===== src/hw/rtl/cbm_pkg.sv =====
`timescale 1ns / 1ps
`default_nettype none
// ----------------------------------------------------------------------------
// Cartridge bank mapper package
// Shared types, codes and constants of the cartridge bank mapper.
// ----------------------------------------------------------------------------
package cbm_pkg;

  // Fixed field widths.
  localparam int unsigned OpW       = 2;
  localparam int unsigned AddrW     = 16;
  localparam int unsigned ByteW     = 8;
  localparam int unsigned BankW     = 7;
  localparam int unsigned RamBankW  = 2;
  localparam int unsigned SizeW     = 2;
  localparam int unsigned TargetW   = 2;
  localparam int unsigned MapW      = 21;
  localparam int unsigned RomOffW   = 14;  // 16 KB ROM bank
  localparam int unsigned RamSmallW = 11;  // 2 KB RAM
  localparam int unsigned RamBigW   = 13;  // 8 KB RAM bank

  // Configuration register map, selected by paddr[2].
  localparam int unsigned PaddrW   = 3;
  localparam int unsigned PdataW   = 32;
  localparam logic        RegRomMask = 1'b0;
  localparam logic        RegRamSize = 1'b1;

  // Register reset values.
  localparam logic [BankW-1:0] RomMaskReset = 7'd1;
  localparam logic [SizeW-1:0] RamSizeReset = 2'd0;

  // Control write field values.
  localparam logic [3:0] RamEnableKey = 4'hA;
  localparam logic [6:0] UpperBankBits = 7'b1100000;

  // Bus access kinds.
  typedef enum logic [OpW-1:0] {
    OP_ROM_READ   = 2'd0,
    OP_CTRL_WRITE = 2'd1,
    OP_RAM_READ   = 2'd2,
    OP_RAM_WRITE  = 2'd3
  } op_e;

  // Where a mapped access goes.
  typedef enum logic [TargetW-1:0] {
    TGT_NONE = 2'd0,
    TGT_ROM  = 2'd1,
    TGT_RAM  = 2'd2
  } target_e;

  // RAM size codes.
  typedef enum logic [SizeW-1:0] {
    RAM_NONE  = 2'd0,
    RAM_2K    = 2'd1,
    RAM_8K    = 2'd2,
    RAM_32K   = 2'd3
  } ram_size_e;

  // Control write areas, from address bits 14:13.
  typedef enum logic [1:0] {
    CTRL_RAM_ENABLE = 2'd0,
    CTRL_LOW_BANK   = 2'd1,
    CTRL_HIGH_BANK  = 2'd2,
    CTRL_MODE       = 2'd3
  } ctrl_area_e;

  // Configuration seen by the mapping core.
  typedef struct packed {
    logic [BankW-1:0] rom_bank_mask;
    ram_size_e        ram_size_code;
  } cfg_t;

  // One mapped result.
  typedef struct packed {
    target_e           target;
    logic [MapW-1:0]   mapped_address;
    logic              ram_write_enable;
    logic [ByteW-1:0]  ram_write_data;
  } result_t;

endpackage
`default_nettype wire


===== src/hw/rtl/cbm_map_core.sv =====
`timescale 1ns / 1ps
`default_nettype none
// ----------------------------------------------------------------------------
// Cartridge bank mapper core
// Holds the banking state, applies control writes and maps each access.
// ----------------------------------------------------------------------------
module cbm_map_core (
  input  wire                          clk_i,
  input  wire                          rst_ni,
  input  wire                          accept_i,
  input  cbm_pkg::op_e                 operation_i,
  input  wire  [cbm_pkg::AddrW-1:0]    address_i,
  input  wire  [cbm_pkg::ByteW-1:0]    write_value_i,
  input  cbm_pkg::cfg_t                cfg_i,
  output cbm_pkg::result_t             result_o
);

  // Banking state.
  logic [cbm_pkg::BankW-1:0]    bank_select_q, bank_select_d;
  logic [cbm_pkg::RamBankW-1:0] ram_bank_q, ram_bank_d;
  logic [cbm_pkg::BankW-1:0]    rom_bank_q, rom_bank_d;
  logic [cbm_pkg::BankW-1:0]    lower_bank_q, lower_bank_d;
  logic                         adv_mode_q, adv_mode_d;
  logic                         ram_en_q, ram_en_d;

  // Values a control write leaves before the bank recompute.
  logic [cbm_pkg::BankW-1:0]    bs_new;
  logic [cbm_pkg::RamBankW-1:0] rbn_new;
  logic                         mode_new;
  logic                         recompute;
  logic [cbm_pkg::BankW-1:0]    rb_sel;
  logic [4:0]                   low_bits;
  cbm_pkg::ctrl_area_e          area;

  assign area     = cbm_pkg::ctrl_area_e'(address_i[14:13]);
  assign low_bits = (write_value_i[4:0] == 5'd0) ? 5'd1 : write_value_i[4:0];

  // Control write decode.
  always_comb begin
    bs_new    = bank_select_q;
    rbn_new   = ram_bank_q;
    mode_new  = adv_mode_q;
    recompute = 1'b0;
    ram_en_d  = ram_en_q;
    if (accept_i && operation_i == cbm_pkg::OP_CTRL_WRITE && !address_i[15]) begin
      unique case (area)
        cbm_pkg::CTRL_RAM_ENABLE: begin
          ram_en_d = (write_value_i[3:0] == cbm_pkg::RamEnableKey);
        end
        cbm_pkg::CTRL_LOW_BANK: begin
          bs_new    = {bank_select_q[6:5], low_bits};
          recompute = 1'b1;
        end
        cbm_pkg::CTRL_HIGH_BANK: begin
          bs_new    = {write_value_i[1:0], bank_select_q[4:0]};
          rbn_new   = write_value_i[1:0];
          recompute = 1'b1;
        end
        cbm_pkg::CTRL_MODE: begin
          mode_new  = write_value_i[0];
          recompute = 1'b1;
        end
        default: ;
      endcase
    end
  end

  // Bank recompute: mode 1 takes upper ROM bits from the RAM bank before it is
  // clamped; mode 0 clears the RAM bank.
  assign rb_sel = mode_new ? {rbn_new, bs_new[4:0]} : bs_new;

  always_comb begin
    bank_select_d = bank_select_q;
    ram_bank_d    = ram_bank_q;
    rom_bank_d    = rom_bank_q;
    lower_bank_d  = lower_bank_q;
    adv_mode_d    = adv_mode_q;
    if (recompute) begin
      bank_select_d = bs_new;
      adv_mode_d    = mode_new;
      ram_bank_d    = (mode_new && cfg_i.ram_size_code == cbm_pkg::RAM_32K) ?
                      rbn_new : '0;
      rom_bank_d    = rb_sel & cfg_i.rom_bank_mask;
      lower_bank_d  = bs_new & cfg_i.rom_bank_mask & cbm_pkg::UpperBankBits;
    end
  end

  always_ff @(posedge clk_i or negedge rst_ni) begin
    if (!rst_ni) begin
      bank_select_q <= 7'd1;
      ram_bank_q    <= '0;
      rom_bank_q    <= 7'd1;
      lower_bank_q  <= '0;
      adv_mode_q    <= 1'b0;
      ram_en_q      <= 1'b0;
    end else begin
      bank_select_q <= bank_select_d;
      ram_bank_q    <= ram_bank_d;
      rom_bank_q    <= rom_bank_d;
      lower_bank_q  <= lower_bank_d;
      adv_mode_q    <= adv_mode_d;
      ram_en_q      <= ram_en_d;
    end
  end

  // Address mapping from the state before this access.
  always_comb begin
    result_o = '{target: cbm_pkg::TGT_NONE, mapped_address: '0,
                 ram_write_enable: 1'b0, ram_write_data: '0};
    unique case (operation_i)
      cbm_pkg::OP_ROM_READ: begin
        if (!address_i[15]) begin
          result_o.target = cbm_pkg::TGT_ROM;
          if (!address_i[14]) begin
            result_o.mapped_address = adv_mode_q ?
                {lower_bank_q, address_i[cbm_pkg::RomOffW-1:0]} :
                {{cbm_pkg::BankW{1'b0}}, address_i[cbm_pkg::RomOffW-1:0]};
          end else begin
            result_o.mapped_address = {rom_bank_q, address_i[cbm_pkg::RomOffW-1:0]};
          end
        end
      end
      cbm_pkg::OP_CTRL_WRITE: ;
      cbm_pkg::OP_RAM_READ, cbm_pkg::OP_RAM_WRITE: begin
        if (ram_en_q) begin
          unique case (cfg_i.ram_size_code)
            cbm_pkg::RAM_NONE: ;
            cbm_pkg::RAM_2K: begin
              if (address_i[15:cbm_pkg::RamSmallW] == '0) begin
                result_o.target         = cbm_pkg::TGT_RAM;
                result_o.mapped_address = {8'd0, ram_bank_q,
                                           address_i[cbm_pkg::RamSmallW-1:0]};
              end
            end
            cbm_pkg::RAM_8K, cbm_pkg::RAM_32K: begin
              if (address_i[15:cbm_pkg::RamBigW] == '0) begin
                result_o.target         = cbm_pkg::TGT_RAM;
                result_o.mapped_address = {6'd0, ram_bank_q,
                                           address_i[cbm_pkg::RamBigW-1:0]};
              end
            end
            default: ;
          endcase
          if (result_o.target == cbm_pkg::TGT_RAM &&
              operation_i == cbm_pkg::OP_RAM_WRITE) begin
            result_o.ram_write_enable = 1'b1;
            result_o.ram_write_data   = write_value_i;
          end
        end
      end
      default: ;
    endcase
  end

endmodule
`default_nettype wire


===== src/hw/rtl/cartridge_bank_mapper.sv =====
`timescale 1ns / 1ps
`default_nettype none
// ----------------------------------------------------------------------------
// Cartridge bank mapper
// Maps cartridge bus accesses to physical ROM/RAM addresses and handles
// bank control writes.
//
// Channel   Direction  Contents
// s_axis    in         tuser: operation; tdata: address, write_value
// m_axis    out        tuser: target; tdata: mapped_address, ram_write_enable,
//                      ram_write_data
// APB       in/out     register 0 rom_bank_mask at 0x0, 1 ram_size_code at 0x4
//
// Each transaction is mapped combinationally; its result lands in the output
// register at the accepting edge. A new transaction is taken every cycle
// unless the output is stalled: the output register is the only stage, and
// when it is full and stalled, s_axis_tready drops until it is taken. Reset
// restores the banking state and registers and clears the output valid flag.
// ----------------------------------------------------------------------------
module cartridge_bank_mapper (
  input  wire                          clk_i,
  input  wire                          rst_ni,
  // Input stream.
  input  wire                          s_axis_tvalid,
  output logic                         s_axis_tready,
  input  wire  [23:0]                  s_axis_tdata,  // [15:0] address, [23:16] write_value
  input  wire  [1:0]                   s_axis_tuser,  // [1:0] operation
  // Output stream.
  output logic                         m_axis_tvalid,
  input  wire                          m_axis_tready,
  output logic [31:0]                  m_axis_tdata,  // [20:0] mapped_address,
                                                      // [21] ram_write_enable,
                                                      // [29:22] ram_write_data
  output logic [1:0]                   m_axis_tuser,  // [1:0] target
  // Configuration port.
  input  wire                          psel,
  input  wire                          penable,
  input  wire                          pwrite,
  input  wire  [cbm_pkg::PaddrW-1:0]   paddr,
  input  wire  [cbm_pkg::PdataW-1:0]   pwdata,
  output logic [cbm_pkg::PdataW-1:0]   prdata,
  output logic                         pready
);

  cbm_pkg::cfg_t    cfg_q;
  cbm_pkg::result_t result;
  cbm_pkg::result_t out_q;
  logic             out_valid_q;
  logic             in_accept;
  logic             cfg_write;

  // Configuration registers.
  assign pready    = 1'b1;
  assign cfg_write = psel && penable && pwrite;

  always_ff @(posedge clk_i or negedge rst_ni) begin
    if (!rst_ni) begin
      cfg_q.rom_bank_mask <= cbm_pkg::RomMaskReset;
      cfg_q.ram_size_code <= cbm_pkg::ram_size_e'(cbm_pkg::RamSizeReset);
    end else if (cfg_write) begin
      if (paddr[2] == cbm_pkg::RegRomMask) begin
        cfg_q.rom_bank_mask <= pwdata[cbm_pkg::BankW-1:0];
      end else begin
        cfg_q.ram_size_code <= cbm_pkg::ram_size_e'(pwdata[cbm_pkg::SizeW-1:0]);
      end
    end
  end

  assign prdata = (paddr[2] == cbm_pkg::RegRamSize) ?
                  {{(cbm_pkg::PdataW-cbm_pkg::SizeW){1'b0}}, cfg_q.ram_size_code} :
                  {{(cbm_pkg::PdataW-cbm_pkg::BankW){1'b0}}, cfg_q.rom_bank_mask};

  // Input handshake: accept whenever the output register is free or drains.
  assign s_axis_tready = !out_valid_q || m_axis_tready;
  assign in_accept     = s_axis_tvalid && s_axis_tready;

  cbm_map_core u_core (
    .clk_i         (clk_i),
    .rst_ni        (rst_ni),
    .accept_i      (in_accept),
    .operation_i   (cbm_pkg::op_e'(s_axis_tuser)),
    .address_i     (s_axis_tdata[15:0]),
    .write_value_i (s_axis_tdata[23:16]),
    .cfg_i         (cfg_q),
    .result_o      (result)
  );

  // Output register.
  always_ff @(posedge clk_i or negedge rst_ni) begin
    if (!rst_ni) begin
      out_valid_q <= 1'b0;
    end else if (s_axis_tready) begin
      out_valid_q <= s_axis_tvalid;
    end
  end

  always_ff @(posedge clk_i) begin
    if (in_accept) begin
      out_q <= result;
    end
  end

  assign m_axis_tvalid = out_valid_q;
  assign m_axis_tuser  = out_q.target;
  assign m_axis_tdata  = {2'b00, out_q.ram_write_data, out_q.ram_write_enable,
                          out_q.mapped_address};

  // A RAM write only ever goes to RAM.
  assert property (@(posedge clk_i) disable iff (!rst_ni)
    (m_axis_tvalid && m_axis_tdata[21]) |-> (m_axis_tuser == cbm_pkg::TGT_RAM))
    else $error("RAM write enable with a target other than RAM");

  // An unmapped access carries a zero address and no write data.
  assert property (@(posedge clk_i) disable iff (!rst_ni)
    (m_axis_tvalid && m_axis_tuser == cbm_pkg::TGT_NONE) |->
      (m_axis_tdata == '0))
    else $error("Unmapped access with nonzero payload");

  // Every accepted transaction shows up at the output in the next cycle.
  assert property (@(posedge clk_i) disable iff (!rst_ni)
    in_accept |=> m_axis_tvalid)
    else $error("Accepted transaction produced no result");

endmodule
`default_nettype wire

===== config.mk =====
export PLATFORM = sky130hd
export DESIGN_NAME = cartridge_bank_mapper
export DESIGN_NICKNAME = d
export VERILOG_FILES = /design/src/hw/rtl/cbm_pkg.sv /design/src/hw/rtl/cbm_map_core.sv /design/src/hw/rtl/cartridge_bank_mapper.sv
export SDC_FILE = /design/constraint.sdc
export NUM_CORES = 1
export LEC_CHECK = 0
export BUFFER_PORTS_ARGS = -buffer_cell sky130_fd_sc_hd__clkbuf_2
export CAP_MARGIN = 25
export CELL_PAD_IN_SITES_DETAIL_PLACEMENT = 2
export CELL_PAD_IN_SITES_GLOBAL_PLACEMENT = 2
export CORE_ASPECT_RATIO = 0.75
export CORE_UTILIZATION = 27
export CTS_BUF_LIST = sky130_fd_sc_hd__clkbuf_8
export CTS_CLUSTER_DIAMETER = 40
export DETAILED_ROUTE_END_ITERATION = 8
export PLACE_DENSITY_LB_ADDON = 0.1
export SYNTH_ARGS = -nofsm -noshare
export SYNTH_HDL_FRONTEND = slang
export SYNTH_SLANG_ARGS = --single-unit

===== constraint.sdc =====
create_clock -name clk_i -period 1.6 [get_ports clk_i]
set_input_delay 0.16 -clock clk_i [delete_from_list [all_inputs] [get_ports clk_i]]
set_output_delay 0.16 -clock clk_i [all_outputs]
set_load 0.03 [all_outputs]

=== Word-level counts from Yosys, hierarchy flattened ===
Cells that the tools add are included.

* Reductions and logical operators: 23
* Bitwise operators: 3
* Multiplexer cells: 23
* Equality and inequality tests: 11

{| class="wikitable"
|+ Operator list
! cell !! count
|-
| $mux W23 || 4
|-
| $pmux W23 S2 || 2
|-
| $mux W21 || 2
|-
| $mux W32 || 1
|-
| $mux W22 || 1
|-
| $mux W7 || 3
|-
| $and A7 B7 Y7 || 2
|-
| $eq A2 B2 Y1 const B || 7
|-
| $pmux W7 S2 || 1
|-
| $logic_not A5 Y1 || 2
|-
| $mux W9 || 1
|-
| $reduce_and A2 Y1 || 4
|-
| $logic_and A1 B1 Y1 || 7
|-
| $eq A2 B1 Y1 const B || 3
|-
| $mux W2 || 3
|-
| $mux W5 || 1
|-
| $eq A4 B4 Y1 const B || 1
|-
| $logic_not A2 Y1 || 2
|-
| $mux W1 || 4
|-
| $reduce_or A2 Y1 || 2
|-
| $logic_not A3 Y1 || 1
|-
| $reduce_and A3 Y1 || 1
|-
| $reduce_or A3 Y1 || 1
|-
| $logic_not A1 Y1 || 2
|-
| other kinds (2) || 2
|}

* Output and inout port bits: 69
* Register bits after elaboration: 62

=== Logic depth before layout (Yosys ltp) ===
Gate-level depths: netlist (run 1).

* Depth after elaboration: 10
* Gate-level depth with buffers: 8

=== Modules after synthesis ===
Synthesis (run 1) repeated with hierarchy kept, for this count alone.

* Cells, all modules: 254
* Area, all modules: 3,031.7 um^2

{| class="wikitable"
|+ By module, submodules not included
! module !! cells each !! area an instance (um^2) !! times used
|-
| cartridge_bank_mapper || 94 || 1,669.1 || 1
|-
| cbm_map_core || 160 || 1,362.6 || 1
|}

=== Worst setup path after synthesis (run 1) ===
OpenSTA, ideal clock, no wires.

* Kind: register to register
* From: register out_valid_q, in the netlist m_axis_tvalid
* To: register out_q (netlist bit m_axis_tdata[0]), enable pin
* Buffers on the path: 1
* Setup time: 0.392 ns
* Slack: -0.410 ns
* Cell stages (with the launch flop): 4
* Required time: 1.208 ns
* Period minus slack after synthesis: 2.010 ns
* Arrival: 1.618 ns
* Cells stage by stage: dfrtp_1 -> nand2b_1 -> buf_4 -> and2_1

* Cells in the longest elaborated chain, start to end: 3

{| class="wikitable"
|+ RTL lines
! element !! line !! source
|-
| start: declaration || cartridge_bank_mapper.sv:48 || <nowiki>logic out_valid_q;</nowiki>
|-
| start signal: assignment || cartridge_bank_mapper.sv:93 || <nowiki>out_valid_q <= s_axis_tvalid;</nowiki>
|-
| $logic_not A1 Y1 || cartridge_bank_mapper.sv:74 || <nowiki>assign s_axis_tready = !out_valid_q || m_axis_tready;</nowiki>
|-
| $logic_or A1 B1 Y1 || cartridge_bank_mapper.sv:74 ||
|-
| via s_axis_tready || cartridge_bank_mapper.sv:25 || <nowiki>output logic s_axis_tready,</nowiki>
|-
| $logic_and A1 B1 Y1 || cartridge_bank_mapper.sv:75 || <nowiki>assign in_accept = s_axis_tvalid && s_axis_tready;</nowiki>
|-
| end signal: assignment || cartridge_bank_mapper.sv:99 || <nowiki>out_q <= result;</nowiki>
|-
| end: declaration || cartridge_bank_mapper.sv:47 || <nowiki>cbm_pkg::result_t out_q;</nowiki>
|}

The timed path passes the listed nets, and every way through them passes these cells.
A chain may end at the register's enable or synchronous reset.

=== Final worst setup path (run 1) ===
* From: register cfg_q[0] (netlist bit)
* To: output prdata[0] (netlist bit)

* Cells in the longest elaborated chain, start to end: 1

{| class="wikitable"
|+ RTL lines
! element !! line !! source
|-
| start: declaration || cartridge_bank_mapper.sv:45 || <nowiki>cbm_pkg::cfg_t cfg_q;</nowiki>
|-
| $mux W7 || cartridge_bank_mapper.sv:69 || <nowiki>assign prdata = (paddr[2] == cbm_pkg::RegRamSize) ?</nowiki>
|-
| end: declaration || cartridge_bank_mapper.sv:41 || <nowiki>output logic [cbm_pkg::PdataW-1:0] prdata,</nowiki>
|}

Every way passes these cells.

==> results of run 1 <==
area by class of cell:
class / instances / area [sq um] / area share [%]
Inverter: 5 / 18.77 / 0.4765
Timing Repair Buffer: 107 / 628.1 / 15.95
Sequential cell: 62 / 1717 / 43.58
Multi-Input combinational cell: 181 / 1176 / 29.86
Tap cell: 140 / 175.2 / 4.447
Clock inverter: 5 / 72.57 / 1.842
Clock buffer: 11 / 151.4 / 3.844
layout by cell type, fill, tap and decap left out, drive strengths merged, types with 2 or more instances in the layout:
cell type	instances
clkbuf	91
edfxtp	32
nand2	30
conb	28
dfrtp	27
buf	26
and2	24
o21ai	15
mux2	13
nand3	8
nor2	8
inv	6
and3	6
a22o	6
nor2b	6
a32o	6
ha	5
a22oi	4
nand2b	4
nand4	4
dfstp	3
mux2i	3
and4b	2
bufinv	2
nand3b	2
clkinv	2
per-layer routing:
metal | up-vias | share of wire, % | wire (um) | GRT usage [%]
met2 | 63 | 45 | 3571 | 24.06
met4 | 0 | 1.4 | 111 | 5.247
li1 | 1074 | - | - | -
met1 | 1044 | 49 | 3903 | 19.54
met5 | - | 0 | 0 | 0
met3 | 12 | 5.2 | 413 | 4.442
worst max-delay path: cells and delay by family (launching register included):
kind     cells  cell delay, ns
flops        1            0.42
mux          1            0.27
buf+inv      2            0.35
per-stage QoR:
stage / setup slack (ns) / instances / hold WS, ns / TNS (ns)
3_3_place_gp: -0.1142 / 492 / 0.2062 / -1.952
2_1_floorplan: 0.02998 / 283 / -0.1356 / 0
4_1_cts: -0.0001805 / 510 / 0.02625 / -0.0001805
6_report: 0.06047 / 511 / 0.04233 / 0
3_5_place_dp: -0.1609 / 492 / 0.2076 / -3.078
5_1_grt: 0.0004751 / 511 / 0.02787 / 0
where the power goes:
part	internal (W)	total, W	switching [W]	leakage, nW
logic	0.000252	0.000719	0.000468	1.02
clock network	0.000949	0.00157	0.000624	0.118
registers	0.00181	0.00187	0.0000649	0.705
cell families after synthesis:
logic type,synth area share (%)
AND/OR/NAND/NOR,18.66
adder cells (fa/ha/maj),2.050
AO/OA/AOI/OAI,7.667
flip-flops,56.21
buffers and inverters,8.979
other,0.2461
multiplexers,6.191
repair_timing:
action / 4_1_cts / 5_1_grt
buffers inserted: 1 / 1
pin swaps: 1 / 1
setup endpoints to repair: 9 / 13
hold buffers: 1 / 0
endpoints found under the hold margin: 27 / 0
resized for setup: 1 / 3
flip-flops by register name, indices dropped and copies added, names as in the netlist:
signal,count
u_core.adv_mode_q,1
u_core.bank_select_q,7
u_core.ram_bank_q,2
cfg_q,9
m_axis_tuser,2
u_core.ram_en_q,1
m_axis_tvalid,1
u_core.rom_bank_q,7
m_axis_tdata,30
u_core.lower_bank_q,2
path summary, 6_finish.rpt:
check	from	end	cells past startpoint	slack [ns]
min	pwdata[4]	cfg_q[6]	2	0.04
max reg2reg	m_axis_tvalid	u_core.lower_bank_q[5]	6	0.10
max	cfg_q[0]	prdata[0]	3	0.06
min reg2reg	u_core.rom_bank_q[2]	u_core.rom_bank_q[2]	2	0.48
max in group asynchronous	rst_ni	cfg_q[2]	3	0.90
min in group asynchronous	rst_ni	u_core.rom_bank_q[3]	3	0.38
==> results.cfg, run 1 <==
[sta]
clock_skew_ns = 0.006916
finalMaxSlewViolations = 0
min_period_over_period_pct = 96.22
rsz0062_at_grt = false
final-setup-viol-count = 0
min_period_ns = 1.540
hold_viol = 0
timing.fmax_mhz = 649.6

[routing]
ant_nets = 0
totalWireLength_um = 7999
wl_per_cell_um = 15.65
dr.pass1.iters = 6
viasPerCell = 4.292
post-route-drc-count = 16
num_vias = 2193
drt_iter0_markers = 86

[status]
violations = DRC
outcome = finished, violations left

[yosys]
yosysMostFrequentCell = edfxtp_1
netlist.area_leader.share_pct = 31.49
synth_top_area_cell = edfxtp_1
synth.ff_latch_count = 62
async_flop_share_pct = 48.39
syn-cell-area_sq_mm = 0.003052
seq_area_frac_synth_pct = 56.21
synth_commonest_cells = edfxtp_1, buf_4, nand2_1
netlist-cell-type-count = 40
yosys_warnings = 0
synth_area_per_cell_sq_um = 11.87
synth.area.top_cells = edfxtp_1, dfrtp_1, buf_4, mux2_2, and2_1
syn_inst = 257
synth_edf_count = 32
ys.flop_type = edfxtp_1

[flow_run]
drv_cap = 0

[cts]
ctsHtreeMaxLevel = 3
cts_tree = yes
cts.clk_slew.worst_paths_ns = 0.07
cts_buffer_depth = 2
cts_sinks = 62
cts_buffers = 9
insertion_delay_ns = 0.35
root_buffer = clkbuf_8

[floorplan]
die_h_um = 94.07
start_util_pct = 27.79
rows = 33
fp.dieArea_sq_mm = 0.01174
core-area_sq_mm = 0.01098
io_pins = 137
fp.dieW_um = 124.8

[worst_setup_path]
cpMaxStageDelayCell = dfrtp_1
max_stage_delay_ns = 0.42
startpoint_type = flip-flop
critical_path.cell_chain = buf_4, mux2_2, buf_2
critPathArrivalTime_ns = 1.38
critPathKind = flip-flop to output pin
required_ns = 1.44
crit_fanout = 3
end_kind = output pin

[global_routing]
grt_pass1_wl_um = 13070
grt_overflow = 0
track_usage_pct = 15.09
grt_pass1_vias = 2398
grt_max_degree = 33
grt_antenna_before_repair = 0

[layout]
drive_above_1_share_pct = 39.89
fillCellCount = 1223
areaGrowthSynthToFinish_pct = 29.07
antenna_cells = 0
fin_area_sq_mm = 0.003939
utilization_pct = 35.86
nets = 439

[power_and_ir_drop]
p_per_area_mw_per_mm2 = 1057
finalPower_w = 0.004162
ir_worst_vdd_mv = 0.4341
p_leak_nw = 1.844

[placed_design]
gp_congestion = 0.7323
placed_area_sq_mm = 0.003676
port_buffers = 81
dp_hpwl_um = 6231

[hold_path]
hold_path.class = input port to flip-flop
Power figures use the tool's default switching activity.
==> run 2, diff against run 1 <==
- CORE_ASPECT_RATIO: 0.75 -> default
- CORE_MARGIN: default -> 3
==> results.cfg, run 2 (synthesis gave the netlist of run 1 again) <==
[status]
outcome = finished clean

[cts]
cts_buffer_depth = 2
cts.clk_slew.worst_paths_ns = 0.07
ctsHtreeMaxLevel = 3
insertion_delay_ns = 0.34
cts_sinks = 62
cts_tree = yes
root_buffer = clkbuf_8
cts_buffers = 9

[sta]
hold_viol = 0
rsz0062_at_grt = false
holdWs_ns = 0.05158
min_period_ns = 1.521
final-setup-viol-count = 0
clock_skew_ns = 0.01120
finalMaxSlewViolations = 0
timing.fmax_mhz = 657.5
min_period_over_period_pct = 95.06
setup_ws_ns = 0.07901

[global_routing]
grt_overflow = 0
grt_pass1_vias = 2464
track_usage_pct = 12.70
grt_pass1_wl_um = 12620
grt_max_degree = 33
grt_antenna_before_repair = 0

[floorplan]
core-area_sq_mm = 0.01094
io_pins = 137
fp.dieW_um = 112.3
die_h_um = 112.3
fp.dieArea_sq_mm = 0.01261
start_util_pct = 27.91
rows = 38

[power_and_ir_drop]
p_seq_share_pct = 45.8
combPwrFrac_pct = 17.3
p_leak_nw = 1.833
p_per_area_mw_per_mm2 = 1042
sw_frac_of_total_pct = 28.33
switchingPower_w = 0.001156
intPower_w = 0.002924
pwr-share-clk_pct = 36.9
ir_worst_vdd_mv = 0.3055

[layout]
utilization_pct = 35.81
nets = 438
largest_register_ffs = 30
layout_common_cells = clkbuf_2, edfxtp_1, nand2_1
areaGrowthSynthToFinish_pct = 28.33
layout.cells.non_filler = 510
final_common_cell = clkbuf_2
antenna_cells = 0
drive_above_1_share_pct = 40.00

[worst_setup_path]
critPathArrivalTime_ns = 1.36
r2r_slack_ns = 0.13
r2r_start = m_axis_tvalid
startpoint_type = flip-flop
reg2reg_depth = 6
max_stage_delay_ns = 0.42
reg2reg_to = u_core.rom_bank_q[6]
required_ns = 1.44
crit_fanout = 3
end_kind = output pin
critical_path.cell_chain = buf_4, mux2_2, clkbuf_2
cpMaxStageDelayCell = dfrtp_1
crit_family = flip-flops
critPathKind = flip-flop to output pin
endpoint = prdata[0]
cp.buffers_inverters = 2
crit_path_start = cfg_q[0]
cp.depth = 3

[placed_design]
dp_slack_ns = -0.2665
dp_hpwl_um = 6005
port_buffers = 81
gp_congestion = 0.7612
placedCellCount = 492

[routing]
drt_iter0_markers = 48
totalWireLength_um = 7720
num_vias = 2220
dr.pass1.iters = 4
post-route-drc-count = 0
ant_nets = 0
viasPerCell = 4.353
wl_per_cell_um = 15.14

[hold_path]
hold_path.class = input port to flip-flop
hold_depth = 2

[flow_run]
drv_cap = 0
run 2: cell count changes in the layout (fill, tap and decap cells not counted), sizes merged:
cell    change
buf         -2
inv         +2
clkbuf      -1
run 2: final cells by class:
cell class / instances / area (sq um)
Clock buffer: 9 / 123.9
Fill cell: 1197 / 7019
Tap cell: 140 / 175.2
Clock inverter: 7 / 90.09
Timing Repair Buffer: 106 / 608.1
Sequential cell: 62 / 1717
Multi-Input combinational cell: 181 / 1184
Inverter: 5 / 18.77
run 2: worst min path at each step:
stage	from	end	slack (ns)
after floorplan	rst_ni	cfg_q[0]	-0.14
after global placement	rst_ni	cfg_q[8]	0.13
after detailed placement	rst_ni	cfg_q[8]	0.13
after CTS	pwdata[6]	cfg_q[8]	0.03
after global routing	pwdata[2]	cfg_q[4]	0.05
final	pwdata[6]	cfg_q[8]	0.05
run 2: power groups by stage:
stage               Sequential [W]  Combinational [W]  Clock, W
CTS                        0.00188           0.000705   0.00156
global route               0.00189           0.000773   0.00162
finish                     0.00187           0.000706   0.00150
floorplan                  0.00197           0.000402         0
global placement           0.00190           0.000690         0
detailed placement         0.00191           0.000697         0
run 2: through the flow:
step	TNS (ns)	cell area [sq um]	power, W
2_1_floorplan	0	3153	0.002369
3_3_place_gp	-2.539	3664	0.002591
3_5_place_dp	-3.736	3664	0.002604
4_1_cts	0	3896	0.004140
5_1_grt	0	3916	0.004283
6_report	0	3916	0.004081
run 2: repair_timing:
| item | 4_1_cts | 5_1_grt |
|---|---|---|
| endpoints found under the hold margin | 30 | 0 |
| hold buffers | 1 | 0 |
| cloned | 0 | 0 |
| endpoints found under the setup margin | 19 | 6 |
| buffers inserted | 0 | 1 |
| resized for setup | 3 | 2 |
run 2: metal layers:
metal | global-route usage (%) | share of wire [%] | vias up
li1 | - | - | 1072
met1 | 16.35 | 45 | 1064
met2 | 20.98 | 48 | 78
met3 | 3.396 | 6.0 | 6
met4 | 3.846 | 0.75 | 0
met5 | 0 | 0 | -
